--- src/rtl/assert_macros.svh ---
// Assertion macros shared by the RTL files of the parity encoder.
`ifndef ASSERT_MACROS_SVH
`define ASSERT_MACROS_SVH

// Property that must hold at every clock edge outside reset.
`define RSE_ASSERT(lbl, prop, msg) \
    lbl: assert property (@(posedge clk) disable iff (!rst_n) (prop)) else $error(msg);

// Same-cycle implication.
`define RSE_ASSERT_IMPL(lbl, ante, cons, msg) \
    lbl: assert property (@(posedge clk) disable iff (!rst_n) (ante) |-> (cons)) \
        else $error(msg);

// Next-cycle implication.
`define RSE_ASSERT_NEXT(lbl, ante, cons, msg) \
    lbl: assert property (@(posedge clk) disable iff (!rst_n) (ante) |=> (cons)) \
        else $error(msg);

`endif

--- src/rtl/rsenc_pkg.sv ---
// Constants, types and GF(256) arithmetic for the parity encoder.
`timescale 1ns / 1ps
`default_nettype none

package rsenc_pkg;

    localparam int MAX_PARITY = 32;
    localparam int IDX_W = $clog2(MAX_PARITY);
    localparam int CNT_W = $clog2(MAX_PARITY + 1);
    localparam int CFG_W = 6;
    localparam int BYTE_W = 8;
    localparam logic [8:0] GF_POLY = 9'h11D;
    localparam logic [CFG_W-1:0] RESET_PARITY = 6'd10;

    typedef logic [BYTE_W-1:0] gf_t;
    typedef logic [MAX_PARITY-1:0][BYTE_W-1:0] byte_vec_t;

    typedef struct packed {
        logic init;
        logic build;
        logic absorb;
        logic clear;
    } cell_ctrl_t;

    function automatic gf_t gf_xtime(input gf_t a);
        return {a[6:0], 1'b0} ^ (a[7] ? GF_POLY[7:0] : 8'h00);
    endfunction

    function automatic gf_t gf_mul(input gf_t a, input gf_t b);
        gf_t acc;
        gf_t x;
        acc = '0;
        x = a;
        for (int i = 0; i < BYTE_W; i++)
        begin
            if (b[i])
            begin
                acc = acc ^ x;
            end
            x = gf_xtime(x);
        end
        return acc;
    endfunction

    // Clamps the register value to the supported range of parity counts.
    function automatic logic [CNT_W-1:0] active_count(input logic [CFG_W-1:0] pc);
        if (pc == '0)
        begin
            return CNT_W'(1);
        end
        else if (int'(pc) > MAX_PARITY)
        begin
            return CNT_W'(MAX_PARITY);
        end
        else
        begin
            return CNT_W'(pc);
        end
    endfunction

endpackage

`default_nettype wire

--- src/rtl/rsenc_cell.sv ---
// One tap of the remainder register with its generator coefficient.
`timescale 1ns / 1ps
`default_nettype none

module rsenc_cell
    import rsenc_pkg::*;
(
    input  wire logic       clk,
    input  wire logic       rst_n,
    input  wire cell_ctrl_t ctrl,
    input  wire logic       seed,
    input  wire gf_t        fb,
    input  wire gf_t        root,
    input  wire gf_t        prev_rem,
    input  wire gf_t        prev_gen,
    output gf_t             rem,
    output gf_t             gen,
    output gf_t             rem_calc
);

    gf_t rem_reg;
    gf_t rem_next;
    gf_t gen_reg;
    gf_t gen_next;
    gf_t prod;

    // The multiplier is shared between absorbing a byte and building the generator.
    assign prod = gf_mul(ctrl.build ? root : fb, gen_reg);
    assign rem_calc = prev_rem ^ prod;

    always_comb
    begin
        rem_next = rem_reg;
        if (ctrl.clear)
        begin
            rem_next = '0;
        end
        else if (ctrl.absorb)
        begin
            rem_next = rem_calc;
        end
    end

    always_comb
    begin
        gen_next = gen_reg;
        if (ctrl.init)
        begin
            gen_next = {7'b0, seed};
        end
        else if (ctrl.build)
        begin
            gen_next = prev_gen ^ prod;
        end
    end

    always_ff @(posedge clk or negedge rst_n)
    begin
        if (!rst_n)
        begin
            rem_reg <= '0;
            gen_reg <= '0;
        end
        else
        begin
            rem_reg <= rem_next;
            gen_reg <= gen_next;
        end
    end

    assign rem = rem_reg;
    assign gen = gen_reg;

endmodule

`default_nettype wire

--- config.mk ---
export PLATFORM = sky130hd
export DESIGN_NAME = rsenc_cell
export DESIGN_NICKNAME = d
export VERILOG_FILES = /design/src/rtl/assert_macros.svh /design/src/rtl/rsenc_pkg.sv /design/src/rtl/rsenc_cell.sv
export SDC_FILE = /design/constraint.sdc
export NUM_CORES = 1
export LEC_CHECK = 0
export BUFFER_PORTS_ARGS = -buffer_cell sky130_fd_sc_hd__buf_2
export CELL_PAD_IN_SITES_DETAIL_PLACEMENT = 0
export CELL_PAD_IN_SITES_GLOBAL_PLACEMENT = 1
export CORE_MARGIN = 10
export CORE_UTILIZATION = 42
export DETAILED_ROUTE_END_ITERATION = 12
export HOLD_SLACK_MARGIN = 0.1
export PLACE_DENSITY_LB_ADDON = 0.1
export SLEW_MARGIN = 20
export SYNTH_ARGS = -nofsm -noshare
export SYNTH_HDL_FRONTEND = slang
export SYNTH_SLANG_ARGS = --single-unit
export TNS_END_PERCENT = 5
--- constraint.sdc ---
create_clock -name clk -period 4.4 [get_ports clk]
set_input_delay 0.88 -clock clk [delete_from_list [all_inputs] [get_ports clk]]
set_output_delay 0.88 -clock clk [all_outputs]
set_load 0.005 [all_outputs]
# Yosys cells after proc, flatten, opt, wreduce, memory -nomap -nowiden

Cells that the tools add are included.

ROM bits: 0
Memory bits (writable): 0
Flip-flop bits (word level): 16
Latch bits: 0
Memories kept: 0
Word-level logic and storage cells: 40
Output and inout port bits: 24

Multipliers: 0
Equality and inequality tests: 0
Order comparisons: 0
Add/sub/neg operators: 0
Reduce and logical (&&, ||, !) cells: 2
Mux-type cells: 20
Div/mod/pow operators: 0
Shift operators: 0
Bitwise operators: 16

Operators by type and width:

| operator          | number |
|---|---|
| $mux 8            | 13 |
| $xor 8x8->8       | 9 |
| $xor 8x5->8       | 7 |
| $mux 5            | 7 |
| $reduce_bool 2->1 | 2 |

# Logic depth before layout (Yosys ltp)

Gate-level depths: netlist of run 1.

Depth after elaboration: 20
Gate-level depth with buffers: 11
Gate-level depth less buffers: 8

# Least setup slack after synthesis of run 1

Ideal clock, no wire load.

Path type: in2out
Start point: input port root[6]
End point: output port rem_calc[4]
Cell stages on the path: 7
Arrival: 2801 ps
Slack: 719 ps
Cell sequence: buf_4 xnor3_1 mux2i_1 nand2_1 xnor2_1 xnor3_1 xor3_1

Longest elaborated chain between the ends: 17

Ends and longest elaborated chain:

| item            | line             | source |
|---|---|---|
| start, declared | rsenc_cell.sv:13 | `input wire gf_t root,` |
| $mux 8 (*)      | rsenc_cell.sv:28 | `assign prod = gf_mul(ctrl.build ? root : fb, gen_reg);` |
| $xor 8x5->8 (*) | rsenc_pkg.sv:26  | `return {a[6:0], 1'b0} ^ (a[7] ? GF_POLY[7:0] : 8'h00);` |
| $mux 5 (*)      | rsenc_pkg.sv:26  |  |
| $xor 8x5->8 (*) | rsenc_pkg.sv:26  |  |
| $xor 8x8->8     | rsenc_pkg.sv:38  | `acc = acc ^ x;` |
| $mux 8          | rsenc_pkg.sv:36  | `if (b[i])` |
| $xor 8x8->8     | rsenc_pkg.sv:38  |  |
| $mux 8          | rsenc_pkg.sv:36  |  |
| $xor 8x8->8     | rsenc_pkg.sv:38  |  |
| $mux 8          | rsenc_pkg.sv:36  |  |
| $xor 8x8->8     | rsenc_pkg.sv:38  |  |
| $mux 8          | rsenc_pkg.sv:36  |  |
| $xor 8x8->8     | rsenc_pkg.sv:38  |  |
| $mux 8          | rsenc_pkg.sv:36  |  |
| $xor 8x8->8     | rsenc_pkg.sv:38  |  |
| $mux 8 (*)      | rsenc_pkg.sv:36  |  |
| $xor 8x8->8 (*) | rsenc_cell.sv:29 | `assign rem_calc = prev_rem ^ prod;` |
| end, declared   | rsenc_cell.sv:18 | `output gf_t rem_calc` |

Mark *: on every way between the ends. The rest lies on a longest branch, timed or not.

# Worst setup path after layout of run 1

Start point: input port ctrl[2] (netlist name)
End point: output port rem_calc[2]

Longest elaborated chain between the ends: 18

Ends and longest elaborated chain:

| item             | line             | source |
|---|---|---|
| start, declared  | rsenc_cell.sv:10 | `input wire cell_ctrl_t ctrl,` |
| $mux 8 (*)       | rsenc_cell.sv:28 |  |
| $mux 5           | rsenc_pkg.sv:26  |  |
| $xor 8x5->8      | rsenc_pkg.sv:26  |  |
| $xor 8x8->8      | rsenc_pkg.sv:38  |  |
| $mux 8           | rsenc_pkg.sv:36  |  |
| $xor 8x8->8      | rsenc_pkg.sv:38  |  |
| $mux 8           | rsenc_pkg.sv:36  |  |
| $xor 8x8->8      | rsenc_pkg.sv:38  |  |
| [... 2 more ...] | --               |  |
| $mux 8           | rsenc_pkg.sv:36  |  |
| $xor 8x8->8      | rsenc_pkg.sv:38  |  |
| $mux 8           | rsenc_pkg.sv:36  |  |
| $xor 8x8->8      | rsenc_pkg.sv:38  |  |
| $mux 8           | rsenc_pkg.sv:36  |  |
| $xor 8x8->8      | rsenc_pkg.sv:38  |  |
| $mux 8 (*)       | rsenc_pkg.sv:36  |  |
| $xor 8x8->8 (*)  | rsenc_cell.sv:29 |  |

Marked as above.

==> key figures, run 1 <==
Flow run
  • # Max-Cap Violations: 0

STA
  • Setup_tns: 0 ps
  • Worst Tran Pin Value: 484.3 ps
  • Final-report hold violation count: 0
  • RSZ-0062 raised after global routing: no
  • Final Critical Period: 4136 ps
  • Fmax: 0.2418 GHz
  • Max-slew headroom: 67.37%
  • Final setup fails: 0
  • Final worst slack: 263.5 ps
  • Max-slew violation count: 0
  • WHS: 489.9 ps
  • Final period util: 94.01%
  • Layout Skew: 6.127 ps

Setup path
  • Crit end category: output port
  • Worst Path Arrival: 3260 ps
  • Crit-path max FO: 32
  • Worst setup SP type: primary input
  • R2R Setup Slk: 1840 ps
  • CP Cell Sequence: buf_2 -> buf_12 -> mux2i_2 -> o211ai_1 -> a211o_1 -> a211o_1 -> a21oi_1 -> nor2_1 -> xnor2_1 -> buf_2
  • WP data required: 3520 ps
  • Critical R2R Launch: gen[1]
  • Worst Path Buf+Inv: 3
  • Worst setup path class: in2out
  • R2R Path End: rem[3]
  • R2R depth: 8
  • Worst path top cell family by delay: compound AO/OA/AOI/OAI gates
  • CP max-delay cell: mux2i_2
  • Max incr delay on CP: 380 ps

Routing
  • Drt via density: 5.236
  • Pre-antenna DRT Iters: 4
  • DRC errors left: 0
  • Detailed Route WL: 7.749 mm
  • Antenna Nets Post-Route: 0
  • Detailed Route Iter0 Violations: 79
  • WL per Instance: 18.49 um
  • Via total after detailed routing: 2194

Floorplan
  • Die span in x: 100.4 um
  • Die area: 10090 um2
  • Row Count: 29
  • Core area: 6314 um2
  • Io pins: 63
  • Die height: 100.4 um
  • Initial Util: 43.04%

Synth
  • Synth Register Bits: 16
  • Synth Area per Inst: 9.275 um2
  • Synth warn: 0
  • Async S/R FF share, synth: 100.0%
  • Dominant cell type by area after synthesis: xnor2_1
  • Syn Inst Count: 293
  • Prevailing post-synth register cell: dfrtp_1
  • Post-Syn Nets: 332
  • Distinct cell type count after synthesis: 49
  • Post-synthesis sequential area ratio: 14.73%
  • Yosys top cell area share: 16.11%
  • Synth top area cells: xnor2_1 16%, dfrtp_1 15%, xnor3_1 14%
  • Number of synthesized flops with an enable pin: 0
  • Post-Syn Area: 2718 um2

Placed design
  • Dpl hpwl: 6.222 mm
  • Placed Cells: 415
  • Gpl congestion: 0.8492
  • Port bufs: 62
  • Dpl ws: 272.4 ps
  • Area post-placement: 3004 um2

Hold path
  • Hold EP: rem[3]
  • Worst Hold Launch: rem[3]
  • HP Class: reg2reg
  • Hold-critical path depth: 1

Global routing
  • Initial antenna violation count: 0
  • GR Util All Layers: 15.23%
  • Largest net degree at the start of global routing: 33
  • Vias in the first global route: 2312
  • First-pass GRT wire length: 12.42 mm
  • Gr ovfl total: 0

CTS
  • Clk Latency, worst-skew pair: 250 ps
  • Gates resized, CTS repair: 0
  • Setup bufs post-CTS: 0
  • Cts hold-fix bufs: 0
  • H-tree Lvls: 1
  • CTS buffer count: 3
  • Clock Path Buffers: 2
  • Reg clk slew, reported paths: 70 ps
  • Root buf cell: clkbuf_8
  • CTS tree: yes
  • CTS Sinks: 16

Layout
  • Area grow syn2layout: 12.57%
  • Commonest non-fill, non-tap cell in the layout: buf_2
  • Most frequent cells in the layout: 62 x buf_2, 54 x nand2_1, 50 x xnor2_1, 17 x xnor3_1, 16 x dfrtp_1
  • ANT cells: 0
  • Design area: 3059 um2
  • Layout cells sized above 1: 26.61%
  • Fin nets: 382
  • Fill cell count: 635
  • Final instance count without filler cells: 419
  • Area of the multi-input gates: 2140 um2
  • Register area: 400.4 um2

Status
  • Outcome: finished, final reports clean

Pwr
  • Pleak: 1.445 nW
  • Max IR drop VDD: 0.3790 mV
  • Pwr per Cell Area: 653.7 nW/um2
[Yosys cell counts, types with 2 or more instances]
| library cell | number |
|---|---|
| nand4b_1 | 2 |
| nand2_1 | 54 |
| nand2b_1 | 7 |
| inv_1 | 6 |
| mux2i_4 | 2 |
| o22ai_1 | 4 |
| xnor3_2 | 3 |
| o311ai_0 | 3 |
| o21ai_0 | 3 |
| xnor3_1 | 17 |
| clkbuf_1 | 7 |
| and4b_1 | 2 |
| xor3_1 | 2 |
| nor2_1 | 14 |
| buf_2 | 2 |
| o211ai_1 | 9 |
| xor2_1 | 15 |
| mux2_2 | 11 |
| xnor2_1 | 50 |
| a211o_1 | 5 |
| or3_1 | 6 |
| mux2i_1 | 9 |
| buf_6 | 5 |
| dfrtp_1 | 16 |
| a21oi_1 | 6 |
| nand3_1 | 6 |
| clkbuf_8 | 3 |
| and3_1 | 3 |
[report_power, final]
part | internal (W) | switching, W
Sequential | 0.000209 | 0.000127
Clock | 0.0000795 | 0.0000544
Combinational | 0.000825 | 0.000705
Total | 0.00111 | 0.000887
[cells by family (layout without fill, tap and decap cells)]
family / after synthesis / in the layout / synth area share (%)
buffers and inverters: 26 / 75 / 6.538
AND/OR/NAND/NOR: 104 / 104 / 18.33
XOR/XNOR: 89 / 89 / 41.02
AO/OA/AOI/OAI: 34 / 34 / 8.794
multiplexers: 24 / 24 / 10.59
flip-flops: 16 / 16 / 14.73
[through the flow]
stage / utilization [%] / total power [W]
2_1_floorplan: - / 0.001432
3_3_place_gp: 47.58 / 0.001877
3_5_place_dp: 47.58 / 0.001884
4_1_cts: 48.45 / 0.002029
5_1_grt: 48.45 / 0.002181
6_report: 48.45 / 0.002000
[how the worst max path moves through the flow]
stage	end	from	slack [ps]	cells past startpoint
floorplan	rem_calc[4]	root[6]	720	7
global placement	rem_calc[4]	fb[7]	310	8
detailed placement	rem_calc[4]	fb[7]	270	8
CTS	rem_calc[4]	fb[7]	270	8
global route	rem_calc[2]	ctrl[2]	100	10
finish	rem_calc[2]	ctrl[2]	260	10
[metal layers]
metal | GRT usage, % | share of wire [%]
met1 | 19.87 | 47
met2 | 25.91 | 48
met3 | 2.679 | 3.8
met4 | 2.391 | 0.79
met5 | 0 | 0
[worst register-to-register path, delay by kind of cell (launching register included)]
| family | cells | cell delay, ps |
|---|---|---|
| xor+xnor | 4 | 980 |
| simple gates | 2 | 440 |
| flops | 1 | 570 |
| compound gates | 2 | 470 |
[layout make-up]
| class | count | area share, % |
|---|---|---|
| Inverter | 6 | 0.7362 |
| Tap cell | 77 | 3.149 |
| Clock buffer | 4 | 1.800 |
| Timing Repair Buffer | 65 | 11.29 |
| Multi-Input combinational cell | 251 | 69.94 |
| Sequential cell | 16 | 13.09 |
(Power assumes the default switching activity.)
==> run 2, diff against run 1 <==
Settings changed: CELL_PAD_IN_SITES_GLOBAL_PLACEMENT 1 to 2, CORE_UTILIZATION 42 to 33.
==> run 2 against run 1 <==
Against the previous run:
- register-to-register slack worse by 70 ps
- combinational power hardly changed
- sequential share of layout area is 0.19 points lower
- sequential cell count stayed put
- critical path depth is 2 lower
- non-clock buffer count is 3 higher
- sequential power hardly changed
- fmax is 0.70% lower
- clock skew is 5.1 ps lower
- worst setup slack worse by 29 ps
- die area is 22% higher
- power is 0.45% higher
- largest cell class unchanged
==> key figures, run 2 (synthesis gave the netlist of run 1 again) <==
STA
  • Layout Skew: 1.020 ps (-5.107 ps)
  • Final-report hold violation count: 0 (unchanged)
  • Worst Tran Pin Value: 467.0 ps (-17.33 ps)
  • Fmax: 0.2401 GHz (-0.70%)
  • WHS: 486.3 ps (-3.584 ps)
  • Final Critical Period: 4166 ps (+29.28 ps)
  • Final period util: 94.68% (+0.67 points)
  • Final setup fails: 0 (unchanged)
  • Max-slew headroom: 68.87% (+1.5 points)
  • Setup_tns: 0 ps (unchanged)
  • Max-slew violation count: 0 (unchanged)
  • RSZ-0062 raised after global routing: no

Placed design
  • Gpl congestion: 0.8244 (-2.9%)
  • Area post-placement: 3049 um2 (+1.5%)
  • Dpl hpwl: 6.880 mm (+11%)
  • Port bufs: 62 (unchanged)

Routing
  • Detailed Route Iter0 Violations: 100 (+27%)
  • Via total after detailed routing: 2227 (+1.5%)
  • Detailed Route WL: 8.361 mm (+7.9%)
  • DRC errors left: 0 (unchanged)
  • Drt via density: 4.949 (-5.5%)
  • Pre-antenna DRT Iters: 5 (+1)
  • WL per Instance: 18.58 um (+0.46%)
  • Antenna Nets Post-Route: 0 (unchanged)

Floorplan
  • Row Count: 33 (+14%)
  • Die area: 12260 um2 (+22%)
  • Core area: 8134 um2 (+29%)
  • Die height: 110.7 um (+10%)
  • Initial Util: 33.41% (-9.6 points)
  • Io pins: 63 (unchanged)
  • Die span in x: 110.7 um (+10%)

Layout
  • Area grow syn2layout: 14.23%
  • Most frequent cells in the layout: 62 x buf_2, 54 x nand2_1, 50 x xnor2_1, 17 x xnor3_1, 16 x dfrtp_1
  • Commonest non-fill, non-tap cell in the layout: buf_2
  • Fin nets: 385 (+0.79%)
  • ANT cells: 0 (unchanged)
  • Design area: 3104 um2 (+1.5%)
  • Layout cells sized above 1: 27.25% (+0.64 points)

Setup path
  • Crit end category: output port
  • Worst setup path class: in2out
  • R2R depth: 8 (unchanged)
  • Crit-path max FO: 7 (-78%)
  • Worst setup SP type: primary input
  • Worst Path Arrival: 3290 ps (+30 ps)
  • WP data required: 3520 ps (about the same)

Pwr
  • Pleak: 1.454 nW (+0.68%)
  • Pwr per Cell Area: 647.2 nW/um2 (-1.0%)
  • Max IR drop VDD: 0.2951 mV (-22%)

CTS
  • CTS Sinks: 16 (unchanged)
  • CTS tree: yes
  • Cts hold-fix bufs: 0 (unchanged)
  • H-tree Lvls: 1 (unchanged)
  • Root buf cell: clkbuf_8
  • Clock Path Buffers: 2 (unchanged)
  • Gates resized, CTS repair: 0 (unchanged)
  • CTS buffer count: 3 (unchanged)
  • Setup bufs post-CTS: 0 (unchanged)
  • Reg clk slew, reported paths: 70 ps (about the same)
  • Clk Latency, worst-skew pair: 250 ps (about the same)

Global routing
  • Vias in the first global route: 2417 (+4.5%)
  • GR Util All Layers: 13.38% (-1.8 points)
  • Gr ovfl total: 0 (unchanged)
  • First-pass GRT wire length: 13.71 mm (+10%)
  • Initial antenna violation count: 0 (unchanged)
  • Largest net degree at the start of global routing: 18 (-45%)

Hold path
  • HP Class: reg2reg
  • Hold-critical path depth: 1 (unchanged)

Flow run
  • # Max-Cap Violations: 0 (unchanged)

Status
  • Outcome: finished, final reports clean
run 2: cell types whose count changed in the layout (fill, tap and decap cells not counted), sizes merged:
cell / before / now
buf: 65 / 68
run 2: cell type report:
class | instances | area, um2
multi-input cells | 251 | 2140
inverters | 6 | 22.52
well taps | 105 | 131.4
repair buffers | 68 | 355.3
fillers | 857 | 5030
flip-flops and latches | 16 | 400.4
clock buffers | 4 | 55.05
run 2: layer usage:
layer / vias up / track usage, % / part of all wire, %
met4: 0 / 2.083 / 0.38
met2: 66 / 22.96 / 48
li1: 1101 / - / -
met5: - / 0 / 0
met3: 2 / 2.165 / 5.7
met1: 1058 / 17.36 / 46
run 2: stage by stage:
stage	worst slack, ps	utilization, %	total power (W)	std cells
global route	47.91	38.16	0.002211	450
global placement	241.5	37.49	0.001915	446
finish	234.3	38.16	0.002009	450
floorplan	718.8	-	0.001432	293
CTS	210.8	38.16	0.002054	450
detailed placement	222.9	37.49	0.001906	446
run 2: power breakdown:
part / total, W / switching [W] / internal (W)
registers: 0.000338 / 0.000130 / 0.000209
logic: 0.00154 / 0.000711 / 0.000826
clock network: 0.000134 / 0.0000543 / 0.0000794
total: 0.00201 / 0.000895 / 0.00111
run 2: worst max-delay path, cell delays in order:
cell and delay [ps]:
buf_2 210, xnor3_1 440, mux2i_1 370, nand2_1 130, xnor2_1 240, xnor3_1 490, xor3_1 390, buf_2 140
run 2: path summary, 6_finish.rpt:
check                        start           to  slack, ps
hold / removal              rem[3]       rem[3]        490
setup / recovery           root[6]  rem_calc[4]        230
max in group asynchronous    rst_n       gen[6]       3570
setup reg to reg            gen[1]       rem[3]       1770
hold reg to reg             rem[3]       rem[3]        490
min in group asynchronous    rst_n       rem[5]        550
==> run 3, diff against run 2 <==
Settings changed: CORE_ASPECT_RATIO set to 1.75.
==> run 3 against run 2 <==
Against the previous run:
- global-route usage is 0.15 points higher
- via count is 1.5% lower
- final cell count is 3.6% lower
- critical endpoint is now rem_calc[7]
- largest power group unchanged
==> key figures, run 3 (synthesis gave the netlist of run 1 again) <==
Floorplan
  • Initial Util: 34.13% (+0.72 points)
  • Row Count: 43 (+30%)
  • Die area: 12410 um2 (+1.2%)
  • Die height: 140.0 um (+26%)
  • Core area: 7963 um2 (-2.1%)
  • Io pins: 63 (unchanged)
  • Die span in x: 88.60 um (-20%)

Routing
  • Detailed Route Iter0 Violations: 81 (-19%)
  • Via total after detailed routing: 2193 (-1.5%)
  • Drt via density: 5.053 (+2.1%)
  • Pre-antenna DRT Iters: 4 (-1)
  • Detailed Route WL: 8.290 mm (-0.85%)
  • DRC errors left: 0 (unchanged)
  • Antenna Nets Post-Route: 0 (unchanged)
  • WL per Instance: 19.10 um (+2.8%)

Placed design
  • Dpl hpwl: 6.897 mm (+0.25%)
  • Area post-placement: 3030 um2 (-0.62%)
  • Port bufs: 62 (unchanged)
  • Gpl congestion: 0.7751 (-6.0%)

Flow run
  • # Max-Cap Violations: 0 (unchanged)

Global routing
  • Largest net degree at the start of global routing: 24 (+6)
  • First-pass GRT wire length: 12.93 mm (-5.7%)
  • GR Util All Layers: 13.53% (+0.15 points)
  • Gr ovfl total: 0 (unchanged)
  • Initial antenna violation count: 0 (unchanged)
  • Vias in the first global route: 2319 (-4.1%)

STA
  • WHS: 481.6 ps (-4.663 ps)
  • RSZ-0062 raised after global routing: no
  • Setup_tns: 0 ps (unchanged)
  • Layout Skew: 2.200 ps (+1.181 ps)
  • Max-slew violation count: 0 (unchanged)
  • Fmax: 0.2377 GHz (-0.99%)
  • Final setup fails: 0 (unchanged)
  • Final period util: 95.62% (+0.95 points)
  • Worst Tran Pin Value: 554.8 ps (+87.78 ps)
  • Final Critical Period: 4207 ps (+41.73 ps)
  • Final-report hold violation count: 0 (unchanged)
  • Max-slew headroom: 62.94% (-5.9 points)

Layout
  • Commonest non-fill, non-tap cell in the layout: buf_2
  • Area grow syn2layout: 14.27% (about the same)
  • ANT cells: 0 (unchanged)
  • Layout cells sized above 1: 27.03% (-0.21 points)
  • Fin nets: 385 (unchanged)
  • Most frequent cells in the layout: 62 x buf_2, 54 x nand2_1, 50 x xnor2_1, 17 x xnor3_1, 16 x dfrtp_1
  • Design area: 3105 um2 (about the same)

Setup path
  • R2R Path End: rem[3]
  • WP data required: 3520 ps (about the same)
  • Stages on worst setup path: 10 (+2)
  • CP Cell Sequence: buf_2 -> buf_4 -> mux2_2 -> nand2_1 -> xnor2_1 -> xnor2_1 -> xnor2_1 -> xnor3_1 -> xnor2_1 -> buf_2
  • Worst path top cell family by delay: XOR/XNOR gates
  • R2R Setup Slk: 1860 ps (+90 ps)
  • Critical R2R Launch: gen[1]
  • Crit path to: rem_calc[7]
  • CP max-delay cell: xnor3_1
  • Crit end category: output port
  • Worst Path Arrival: 3330 ps (+40 ps)
  • Worst path most repeated cell: xnor2_1
  • Worst Path Buf+Inv: 3 (+1)
  • Worst setup SP type: primary input
  • Crit path launch: ctrl[2]
  • Worst setup path class: in2out
  • Crit-path max FO: 23 (+16)
  • R2R depth: 8 (unchanged)
  • Max incr delay on CP: 500 ps (about the same)

CTS
  • Reg clk slew, reported paths: 50 ps (-20 ps)
  • Cts hold-fix bufs: 0 (unchanged)
  • Gates resized, CTS repair: 0 (unchanged)
  • Root buf cell: clkbuf_16
  • Setup bufs post-CTS: 0 (unchanged)
  • Clock Path Buffers: 2 (unchanged)
  • H-tree Lvls: 1 (unchanged)
  • CTS Sinks: 16 (unchanged)
  • CTS buffer count: 3 (unchanged)
  • Clk Latency, worst-skew pair: 250 ps (about the same)
  • CTS tree: yes

Status
  • Outcome: finished, final reports clean

Pwr
  • Pwr per Cell Area: 648.9 nW/um2 (+0.27%)
  • Pleak: 1.463 nW (+0.56%)
  • Max IR drop VDD: 0.4234 mV (+43%)

Hold path
  • Worst Hold Launch: rem[3]
  • HP Class: reg2reg
[run 3: worst min path at each step]
stage,end,slack [ps],depth (start not counted)
after detailed placement,rem[7],470,1
after global placement,rem[7],470,1
after floorplan,rem[7],480,1
after global routing,rem[6],520,2
after CTS,rem[3],490,1
final,rem[3],480,1
[run 3: metrics by stage]
stage / util (%) / total power, W / worst slack, ps / std cells
after CTS: 39.00 / 0.002060 / 162.7 / 434
after detailed placement: 38.06 / 0.001868 / 175.4 / 431
after floorplan: - / 0.001432 / 718.8 / 293
after global placement: 38.06 / 0.001864 / 200.7 / 431
after global routing: 39.00 / 0.002200 / 1.877 / 434
final: 39.00 / 0.002015 / 192.5 / 434
[run 3: layout make-up]
class / count / area, um2
inverter: 6 / 22.52
clock buffer: 3 / 75.07
fill: 858 / 4857
sequential: 16 / 400.4
tap: 90 / 112.6
timing repair buffer: 68 / 355.3
multi-input combinational: 251 / 2140
[run 3: worst reg2reg max path, cell delays in order, from the launching register on]
cell	delay, ps
dfrtp_1	540
nand2b_1	180
o22ai_1	210
xor2_1	240
xnor2_1	210
xnor2_1	190
xor3_1	420
and4b_1	230
a211o_1	220
[run 3: report_power, final]
group	leakage (nW)	switching (W)	total, W	internal, W
sequential	0.211	0.000129	0.000338	0.000209
combinational	1.21	0.000673	0.00150	0.000825
clock	0.0370	0.0000598	0.000179	0.000120
[run 3: routing by layer]
metal | routed length (um) | GRT usage, %
met3 | 410 | 2.555
met1 | 3228 | 14.99
met4 | 122 | 3.764
met5 | 0 | 0
met2 | 4529 | 24.87
